--- src/rtl/pwa_pkg.sv ---
// Package for the polygon winding-angle test: sizes, angle types, CORDIC
// arctangent table and the wrapped angle difference.
// No dependencies; every other file imports it.
package pwa_pkg;

    localparam int ANGLE_BITS  = 16;
    localparam int FIELD_W     = 24;                 // coordinate field width
    localparam int COORD_BITS  = 24;                 // low bits used, 16..FIELD_W
    localparam int DIFF_W      = COORD_BITS + 1;
    localparam int SCALE_SHIFT = 60 - COORD_BITS;
    localparam int DATA_W      = 64;                 // CORDIC x/y datapath
    localparam int Z_W         = 32;                 // turn accumulator
    localparam int SUM_W       = 32;
    localparam int ITER_W      = $clog2(ANGLE_BITS);
    localparam int TAB_W       = 5;                  // atan table index, 24 entries

    typedef logic signed [ANGLE_BITS-1:0] angle_t;
    typedef logic signed [ANGLE_BITS:0]   adiff_t;
    typedef logic signed [DIFF_W-1:0]     coord_diff_t;
    typedef logic signed [SUM_W-1:0]      sum_t;

    typedef struct packed {
        logic step;      // fold in the current CORDIC angle
        logic last;      // closing vertex of the polygon
    } step_t;

    // atan(2^-i) in units of 2^-32 turn
    function automatic logic [Z_W-1:0] atan_turn(input logic [TAB_W-1:0] idx);
        logic [Z_W-1:0] r;
        unique case (idx)
            5'd0:    r = 32'h2000_0000;
            5'd1:    r = 32'h12E4_051E;
            5'd2:    r = 32'h09FB_385B;
            5'd3:    r = 32'h0511_11D4;
            5'd4:    r = 32'h028B_0D43;
            5'd5:    r = 32'h0145_D7E1;
            5'd6:    r = 32'h00A2_F61E;
            5'd7:    r = 32'h0051_7C55;
            5'd8:    r = 32'h0028_BE53;
            5'd9:    r = 32'h0014_5F2F;
            5'd10:   r = 32'h000A_2F98;
            5'd11:   r = 32'h0005_17CC;
            5'd12:   r = 32'h0002_8BE6;
            5'd13:   r = 32'h0001_45F3;
            5'd14:   r = 32'h0000_A2F9;
            5'd15:   r = 32'h0000_517C;
            5'd16:   r = 32'h0000_28BE;
            5'd17:   r = 32'h0000_145F;
            5'd18:   r = 32'h0000_0A2F;
            5'd19:   r = 32'h0000_0517;
            5'd20:   r = 32'h0000_028B;
            5'd21:   r = 32'h0000_0145;
            5'd22:   r = 32'h0000_00A2;
            5'd23:   r = 32'h0000_0051;
            default: r = '0;
        endcase
        return r;
    endfunction

    // Low COORD_BITS of a field, read as two's complement
    function automatic logic signed [COORD_BITS-1:0] coord(input logic [FIELD_W-1:0] f);
        return signed'(f[COORD_BITS-1:0]);
    endfunction

    // to - from, folded into [-half, +half]; exactly +-half is kept.
    // Adding or subtracting a full turn flips only the top bit of the
    // ANGLE_BITS+1 wide difference.
    function automatic adiff_t wrap_diff(input angle_t from, input angle_t to);
        localparam adiff_t HALF  = adiff_t'(1) <<< (ANGLE_BITS - 1);
        localparam adiff_t NHALF = -HALF;
        adiff_t raw;
        raw = adiff_t'(to) - adiff_t'(from);
        if (raw > HALF || raw < NHALF)
        begin
            raw = {~raw[ANGLE_BITS], raw[ANGLE_BITS-1:0]};
        end
        return raw;
    endfunction

endpackage

--- src/rtl/pwa_cordic.sv ---
// Iterative vectoring CORDIC: angle of (dx, dy) as a signed binary angle,
// one micro-rotation per cycle through a single shift/add unit.
// Depends on pwa_pkg.
module pwa_cordic (
    input  logic                 clk,
    input  logic                 rst_n,
    input  logic                 start,
    input  pwa_pkg::coord_diff_t dx,
    input  pwa_pkg::coord_diff_t dy,
    output logic                 done,
    output pwa_pkg::angle_t      angle
);
    import pwa_pkg::*;

    localparam logic [1:0] C_IDLE = 2'd0;
    localparam logic [1:0] C_RUN  = 2'd1;
    localparam logic [1:0] C_FIN  = 2'd2;

    localparam logic [ITER_W-1:0] LAST_ITER = ITER_W'(ANGLE_BITS - 1);
    localparam logic [Z_W-1:0]    HALF_TURN = Z_W'(1) << (Z_W - 1);
    localparam logic [Z_W-1:0]    ROUND_BIT = Z_W'(1) << (Z_W - 1 - ANGLE_BITS);

    logic [1:0]               state_reg, state_next;
    logic [ITER_W-1:0]        cnt_reg, cnt_next;
    logic signed [DATA_W-1:0] x_reg, x_next;
    logic signed [DATA_W-1:0] y_reg, y_next;
    logic [Z_W-1:0]           z_reg, z_next;

    logic signed [DATA_W-1:0] x_load, y_load, x_sh, y_sh;
    logic [Z_W-1:0]           z_round;

    assign x_load = DATA_W'(dx) <<< SCALE_SHIFT;
    assign y_load = DATA_W'(dy) <<< SCALE_SHIFT;
    assign x_sh   = x_reg >>> cnt_reg;     // arithmetic shift: floor
    assign y_sh   = y_reg >>> cnt_reg;

    always_comb
    begin
        state_next = state_reg;
        cnt_next   = cnt_reg;
        x_next     = x_reg;
        y_next     = y_reg;
        z_next     = z_reg;
        unique case (state_reg)
            C_IDLE:
            begin
                if (start)
                begin
                    cnt_next = '0;
                    if (dx == '0 && dy == '0)
                    begin
                        z_next     = '0;   // zero vector reads as angle zero
                        state_next = C_FIN;
                    end
                    else
                    begin
                        if (dx < 0)
                        begin
                            x_next = -x_load;
                            y_next = -y_load;
                            z_next = HALF_TURN;
                        end
                        else
                        begin
                            x_next = x_load;
                            y_next = y_load;
                            z_next = '0;
                        end
                        state_next = C_RUN;
                    end
                end
            end
            C_RUN:
            begin
                if (y_reg < 0)
                begin
                    x_next = x_reg - y_sh;
                    y_next = y_reg + x_sh;
                    z_next = z_reg - atan_turn(TAB_W'(cnt_reg));
                end
                else
                begin
                    x_next = x_reg + y_sh;
                    y_next = y_reg - x_sh;
                    z_next = z_reg + atan_turn(TAB_W'(cnt_reg));
                end
                cnt_next = cnt_reg + 1'b1;
                if (cnt_reg == LAST_ITER)
                begin
                    state_next = C_FIN;
                end
            end
            C_FIN:
            begin
                state_next = C_IDLE;
            end
            default:
            begin
                state_next = C_IDLE;
            end
        endcase
    end

    always_ff @(posedge clk or negedge rst_n)
    begin
        if (!rst_n)
        begin
            state_reg <= C_IDLE;
            cnt_reg   <= '0;
        end
        else
        begin
            state_reg <= state_next;
            cnt_reg   <= cnt_next;
        end
    end

    always_ff @(posedge clk)
    begin
        x_reg <= x_next;
        y_reg <= y_next;
        z_reg <= z_next;
    end

    // z holds until the next start, so the angle stays valid after done
    assign z_round = z_reg + ROUND_BIT;
    assign angle   = signed'(z_round[Z_W-1 -: ANGLE_BITS]);
    assign done    = (state_reg == C_FIN);

endmodule

--- config.mk ---
export PLATFORM = sky130hd
export DESIGN_NAME = pwa_cordic
export DESIGN_NICKNAME = d
export VERILOG_FILES = /design/src/rtl/pwa_pkg.sv /design/src/rtl/pwa_cordic.sv
export SDC_FILE = /design/constraint.sdc
export NUM_CORES = 1
export LEC_CHECK = 0
export BUFFER_PORTS_ARGS = -buffer_cell sky130_fd_sc_hd__buf_2
export CORE_ASPECT_RATIO = 2
export CORE_UTILIZATION = 35
export CTS_CLUSTER_DIAMETER = 150
export CTS_CLUSTER_SIZE = 30
export DETAILED_ROUTE_END_ITERATION = 16
export HOLD_SLACK_MARGIN = 0.08
export PLACE_DENSITY_LB_ADDON = 0.08
export SYNTH_ARGS = -nofsm -noshare
export SYNTH_HDL_FRONTEND = slang
export SYNTH_SLANG_ARGS = --single-unit
--- constraint.sdc ---
create_clock -name clk -period 14.2 [get_ports clk]
set_input_delay 0.71 -clock clk [delete_from_list [all_inputs] [get_ports clk]]
set_output_delay 0.71 -clock clk [all_outputs]
set_load 0.005 [all_outputs]
Word-level counts from Yosys, hierarchy flattened --
Memories as Yosys holds them, arrays and structs flattened. Cells that the tools add are included.
Storage, ports and cells: bits in read-only memories 960, output and inout bits 17, memories 2, word-level logic and storage cells 60, input port bits 53, register bits 166
Memories:
- (name not given) | words 16, width 30, read ports 1, clocked after Yosys merged registers in 0, wr ports 0, RTL line pwa_pkg.sv:30 | unique case (idx)
- (name not given) | words 16, width 30, read ports 1, clocked after Yosys merged registers in 0, wr ports 0, RTL line pwa_pkg.sv:30
Operators by class: shift-type cells 2, reductions and logical operators 8, order comparisons 2, equal/unequal tests 6, add/sub/neg operators 10, multiplexer cells 25
Operators with widths (count):
- $mux 64 | 8
- $mux 32 | 8
- $pmux 64 s2 | 2
- $add 64x64->64 | 2
- $neg 61->64 | 2
- $sshr 64x4->64 | 2
- $sub 64x64->64 | 2
- $lt 64x1->1 const B | 1
- $pmux 32 s2 | 1
- $logic_not 25->1 | 2
- $add 32x16->32 const B | 1
- $add 32x32->32 | 1
- $sub 32x32->32 | 1
- $lt 25x1->1 const B | 1
- $pmux 4 s2 | 1
- $mux 2 | 3
- $ne 2x2->1 const B | 3
- $add 4x1->4 const B | 1
- $eq 4x4->1 const B | 1
- $mux 4 | 1
- $pmux 2 s2 | 1
- $reduce_and 2->1 | 2
- $reduce_and 3->1 | 1
- $eq 2x1->1 const B | 1
- other kinds (4) | 4

Longest topological paths before layout --
word-level depth 6, mapped depth 35, mapped depth without buffers 25

Least setup slack after synthesis --
Ideal clock, no wire load.
path kind register to register, start point register cnt_reg[2], end point register x_reg[62] (data pin), slack 6396 ps, arrival time 7537 ps, path buffers 13, clock period less this slack 7804 ps, setup time 267 ps, cell stages (with the launch flop) 34, cell sequence dfrtp_1 > buf_2 > buf_2 > buf_4 > buf_2 > buf_4 > buf_2 > buf_1 > clkbuf_1 > clkbuf_1 > buf_1 > clkbuf_1 > o21a_1 > ha_1 > and2_1 > and3b_1 > clkbuf_1 > nand2_1 > nor4_1 > nor2b_1 > a31o_2 > xor2_1 > ha_1 > clkbuf_1 > a211oi_1 > o21ai_0 > a221oi_1 > nor2_1 > a2111oi_0 > a31oi_1 > a211o_1 > a21o_1 > a221oi_1 > mux2i_1
On the way: word-level cells in the longest chain between the ends 4, elaborated cells on any way between the ends 5, classes of those cells add/sub: 2; shift: 1; mux: 2
Ends and longest elaborated chain:
- start: declaration | RTL line pwa_cordic.sv:24 | logic [ITER_W-1:0] cnt_reg, cnt_next;
- start signal: assignment | RTL line pwa_cordic.sv:114 | cnt_reg <= cnt_next;
- $sshr 64x4->64 * | RTL line pwa_cordic.sv:35 | assign y_sh = y_reg >>> cnt_reg;
- $add 64x64->64 / $sub 64x64->64 (equally long branches) | RTL line pwa_cordic.sv:83, pwa_cordic.sv:77
- $mux 64 * | RTL line pwa_cordic.sv:75 | if (y_reg < 0)
- $pmux 64 s2 * | RTL line pwa_cordic.sv:44 | unique case (state_reg)
- named net x_next[62] | RTL line pwa_cordic.sv:25 | logic signed [DATA_W-1:0] x_reg, x_next;
- end signal: assignment | RTL line pwa_cordic.sv:120 | x_reg <= x_next;
- end: declaration | RTL line pwa_cordic.sv:25
The timed path passes the listed nets; every way through them passes the cells marked *. A chain may end at the register's enable or synchronous reset.

Worst setup path after layout --
start point register cnt_reg[0], end point register x_reg[62] (data pin)
Same word-level chain as after synthesis.

==> Implementation_results.wiki <==
{| class="wikitable"
! Metric !! Value
|-
| Final Hold Viols || 0
|-
| Largest fanout on the critical path || 65
|-
| Final Critical Period || 9.26 ns
|-
| Number of placed I/O pins || 70
|-
| Row count || 146
|-
| Area taken by multi-input logic gates || 21900 um^2
|-
| GRT Util Overall || 29.6%
|-
| Antenna violations before repair || 17
|-
| Nature of the critical path startpoint || flop
|-
| Most instantiated flip-flop cell in the synthesis netlist || sky130_fd_sc_hd__edfxtp_1
|-
| Arrival time at the worst endpoint || 9.53 ns
|-
| Post-synth ARST share || 3.61%
|-
| Area share of xor/xnor cells in the synthesized design || 10.3%
|-
| Cell with the most instances after synthesis || sky130_fd_sc_hd__nand2_1
|-
| Crit share post-route || 65.2%
|-
| Post-synthesis simple-gate area fraction || 19.7%
|-
| Total congestion overflow || 0
|-
| Maximum capacitance violations || 0
|-
| Root buf cell || sky130_fd_sc_hd__clkbuf_16
|-
| Gate Count Post-Synth || 3348
|-
| Full die area || 81400 um^2
|-
| Number of antenna-violating nets in the routed design || 0
|-
| Standard cell core area || 79300 um^2
|-
| Filler Cell Count || 8299
|-
| Count of hold buffers inserted by post-cts repair || 1
|-
| Num Clock Sinks || 166
|-
| Global-route wire length before repair || 177000 um
|-
| WL per Instance || 27.8 um
|-
| Largest family of logic cells by synthesized area || compound AO/OA/AOI/OAI gates
|-
| Post-route non-filler standard cell count || 4329
|-
| Post-synthesis cell type count || 104
|-
| Number of setup violations in the final report || 0
|-
| Ys Warns || 0
|-
| Number of buffers between clock root and the deepest sink || 2
|-
| CTS H-Tree Depth || 4
|-
| Total iterations of the first detailed-routing run || 6
|-
| Total placed cells including tap cells || 4285
|-
| Critical path start-end classification || flop to flop
|-
| Worst slew margin || 24.3%
|-
| Vias per inst || 6.18
|-
| Clock latency reported for the late side of the worst-skew pair || 0.53 ns
|-
| Detailed Route Iter0 Violations || 1962
|-
| Post-Syn Area per Cell || 8.38 um^2
|-
| Total Wirelength || 121000 um
|-
| Worst min path class || primary input to asynchronous set/reset pin
|-
| Synth Area in Compound Gates || 21.1%
|-
| Number of DRC violations after detailed routing || 0
|-
| Post-CTS setup repair buffer count || 0
|-
| Number of port buffers || 69
|-
| Proportion of layout cells with a drive suffix above 1 || 12.3%
|-
| Total clock buffers created by CTS || 17
|-
| DP HPWL || 96500 um
|-
| Clock Pin Slew Worst Setup and Hold Paths || 0.08 ns
|-
| Mapped Area || 28100 um^2
|-
| Post-cts resize count || 0
|-
| Setup repair after global routing missed its margin || no
|-
| EDFF count, synth || 160
|-
| Number of register bits inferred by synthesis || 166
|-
| Outcome || finished, final reports clean
|-
| Initial Utilization || 35.4%
|-
| Maximum clock frequency || 108 MHz
|-
| Data required time at the worst endpoint || 14.47 ns
|-
| Number of max-slew violations in the final report || 0
|-
| Worst Setup End Kind || flop
|-
| Part of the Yosys area used for sequential elements || 17.7%
|-
| Cell types with the largest area share after synthesis || sky130_fd_sc_hd__edfxtp_1 (17%), sky130_fd_sc_hd__mux4_2 (13%), sky130_fd_sc_hd__ha_1 (7.7%), sky130_fd_sc_hd__xnor2_1 (6.7%), sky130_fd_sc_hd__a21oi_1 (5.2%)
|-
| Top cells by count, synth || sky130_fd_sc_hd__nand2_1 (370), sky130_fd_sc_hd__nor2_1 (326), sky130_fd_sc_hd__a21oi_1 (290), sky130_fd_sc_hd__xnor2_1 (215), sky130_fd_sc_hd__o21ai_0 (196)
|-
| Final net count || 3497
|-
| Area growth from synthesis to layout || 5.48%
|-
| Synthesized netlist net count || 3576
|-
| Clock tree from TritonCTS || yes
|-
| Actual transition at the worst max-transition pin || 1.13 ns
|-
| Aggregate negative setup slack || 0 ns
|-
| Area leader, netlist || sky130_fd_sc_hd__edfxtp_1
|-
| Maximum number of pins on one net before global-route repair || 147
|-
| Die Span Y || 403 um
|-
| Share of synthesized cell area in full adder, half adder and majority cells || 7.88%
|-
| Worst Skew || 0.0196 ns
|-
| Area fraction of the dominant cell type after synthesis || 17.1%
|-
| Vias in the first global route || 27418
|-
| Portion of netlist area occupied by mux cells || 18.9%
|-
| FF+latch area || 4970 um^2
|-
| Final RePlAce weighted congestion || 0.923
|-
| Chip width || 202 um
|-
| Vias || 26739
|}
-- per-layer routing --
layer	wire, um	up-vias	GRT usage, %	part of all wire (%)
met5	0	-	0	0
li1	-	12478	-	-
met4	12400	0	26.1	10
met3	3410	382	3.27	2.8
met1	37100	13026	25.5	31
met2	67700	853	58.6	56
-- worst max-delay path: stages, from the launching register on --
cell and delay [ns]:
sky130_fd_sc_hd__dfrtp_4 0.97, sky130_fd_sc_hd__buf_4 0.93, sky130_fd_sc_hd__mux4_4 0.80, sky130_fd_sc_hd__mux4_2 0.56, sky130_fd_sc_hd__or2_2 0.32, sky130_fd_sc_hd__a211oi_2 0.33
sky130_fd_sc_hd__nand4_1 0.36, sky130_fd_sc_hd__nor2_1 0.29, sky130_fd_sc_hd__and4_1 0.36, sky130_fd_sc_hd__nor2_1 0.12, sky130_fd_sc_hd__a21oi_1 0.20, sky130_fd_sc_hd__xor2_1 0.27
sky130_fd_sc_hd__ha_1 0.38, sky130_fd_sc_hd__a21oi_1 0.21, sky130_fd_sc_hd__o21ai_0 0.14, sky130_fd_sc_hd__a2111oi_0 0.43, sky130_fd_sc_hd__nor3_1 0.10, sky130_fd_sc_hd__a2111oi_0 0.63
sky130_fd_sc_hd__a31oi_1 0.36, sky130_fd_sc_hd__a211o_1 0.38, sky130_fd_sc_hd__a21o_1 0.27, sky130_fd_sc_hd__a221oi_1 0.37, sky130_fd_sc_hd__mux2i_1 0.12
-- layout by cell type, fill, tap and decap left out, types with 37 or more instances in the layout --
master,instances
sky130_fd_sc_hd__a21o_1,86
sky130_fd_sc_hd__a21oi_1,290
sky130_fd_sc_hd__a31oi_1,55
sky130_fd_sc_hd__and2_1,39
sky130_fd_sc_hd__buf_2,69
sky130_fd_sc_hd__edfxtp_1,160
sky130_fd_sc_hd__ha_1,172
sky130_fd_sc_hd__inv_1,73
sky130_fd_sc_hd__mux2_2,53
sky130_fd_sc_hd__mux2i_1,81
sky130_fd_sc_hd__mux4_2,160
sky130_fd_sc_hd__nand2_1,370
sky130_fd_sc_hd__nand3_1,70
sky130_fd_sc_hd__nor2_1,325
sky130_fd_sc_hd__nor2b_1,37
sky130_fd_sc_hd__nor3_1,81
sky130_fd_sc_hd__o21ai_0,196
sky130_fd_sc_hd__xnor2_1,215
sky130_fd_sc_hd__xor2_1,115
-- worst paths after layout --
check	startpoint	to	slack, ns	cells after the start
worst min-delay path	rst_n	state_reg[1]	0.55	2
worst max-delay path	cnt_reg[0]	x_reg[62]	4.94	22
max in group asynchronous	rst_n	cnt_reg[1]	13.45	2
worst min register to register	state_reg[1]	state_reg[1]	0.62	1
min in group clk	start	state_reg[1]	0.55	3
worst max register to register	cnt_reg[0]	x_reg[62]	4.94	22
-- stage by stage --
stage	util [%]	setup slack, ns	area, um^2	hold slack [ns]
after CTS	37.3	5.00	29600	0.511
after global routing	37.3	4.30	29600	0.548
after floorplan	-	6.40	28100	0.414
after global placement	36.6	5.12	29000	0.564
final	37.3	4.94	29600	0.550
after detailed placement	36.6	5.04	29000	0.563
-- cell type report --
cell class                      instances  share of cell area, %
Timing Repair Buffer                   97                   1.97
Inverter                               78                  0.997
Tap cell                             1036                   4.38
Clock inverter                         14                  0.469
Sequential cell                       166                   16.8
Multi-Input combinational cell       2909                   73.9
Clock buffer                           18                   1.45
Antenna cell                           11                 0.0930
-- logic make-up after synthesis --
group,Yosys count
AND/OR/NAND/NOR,1162
AO/OA/AOI/OAI,935
XOR/XNOR,330
multiplexers,307
buffers and inverters,273
adder cells (fa/ha/maj),175
flip-flops,166
Power is not shown: default switching activity piles up to over one toggle a cycle in this logic, so the estimate is an artifact.
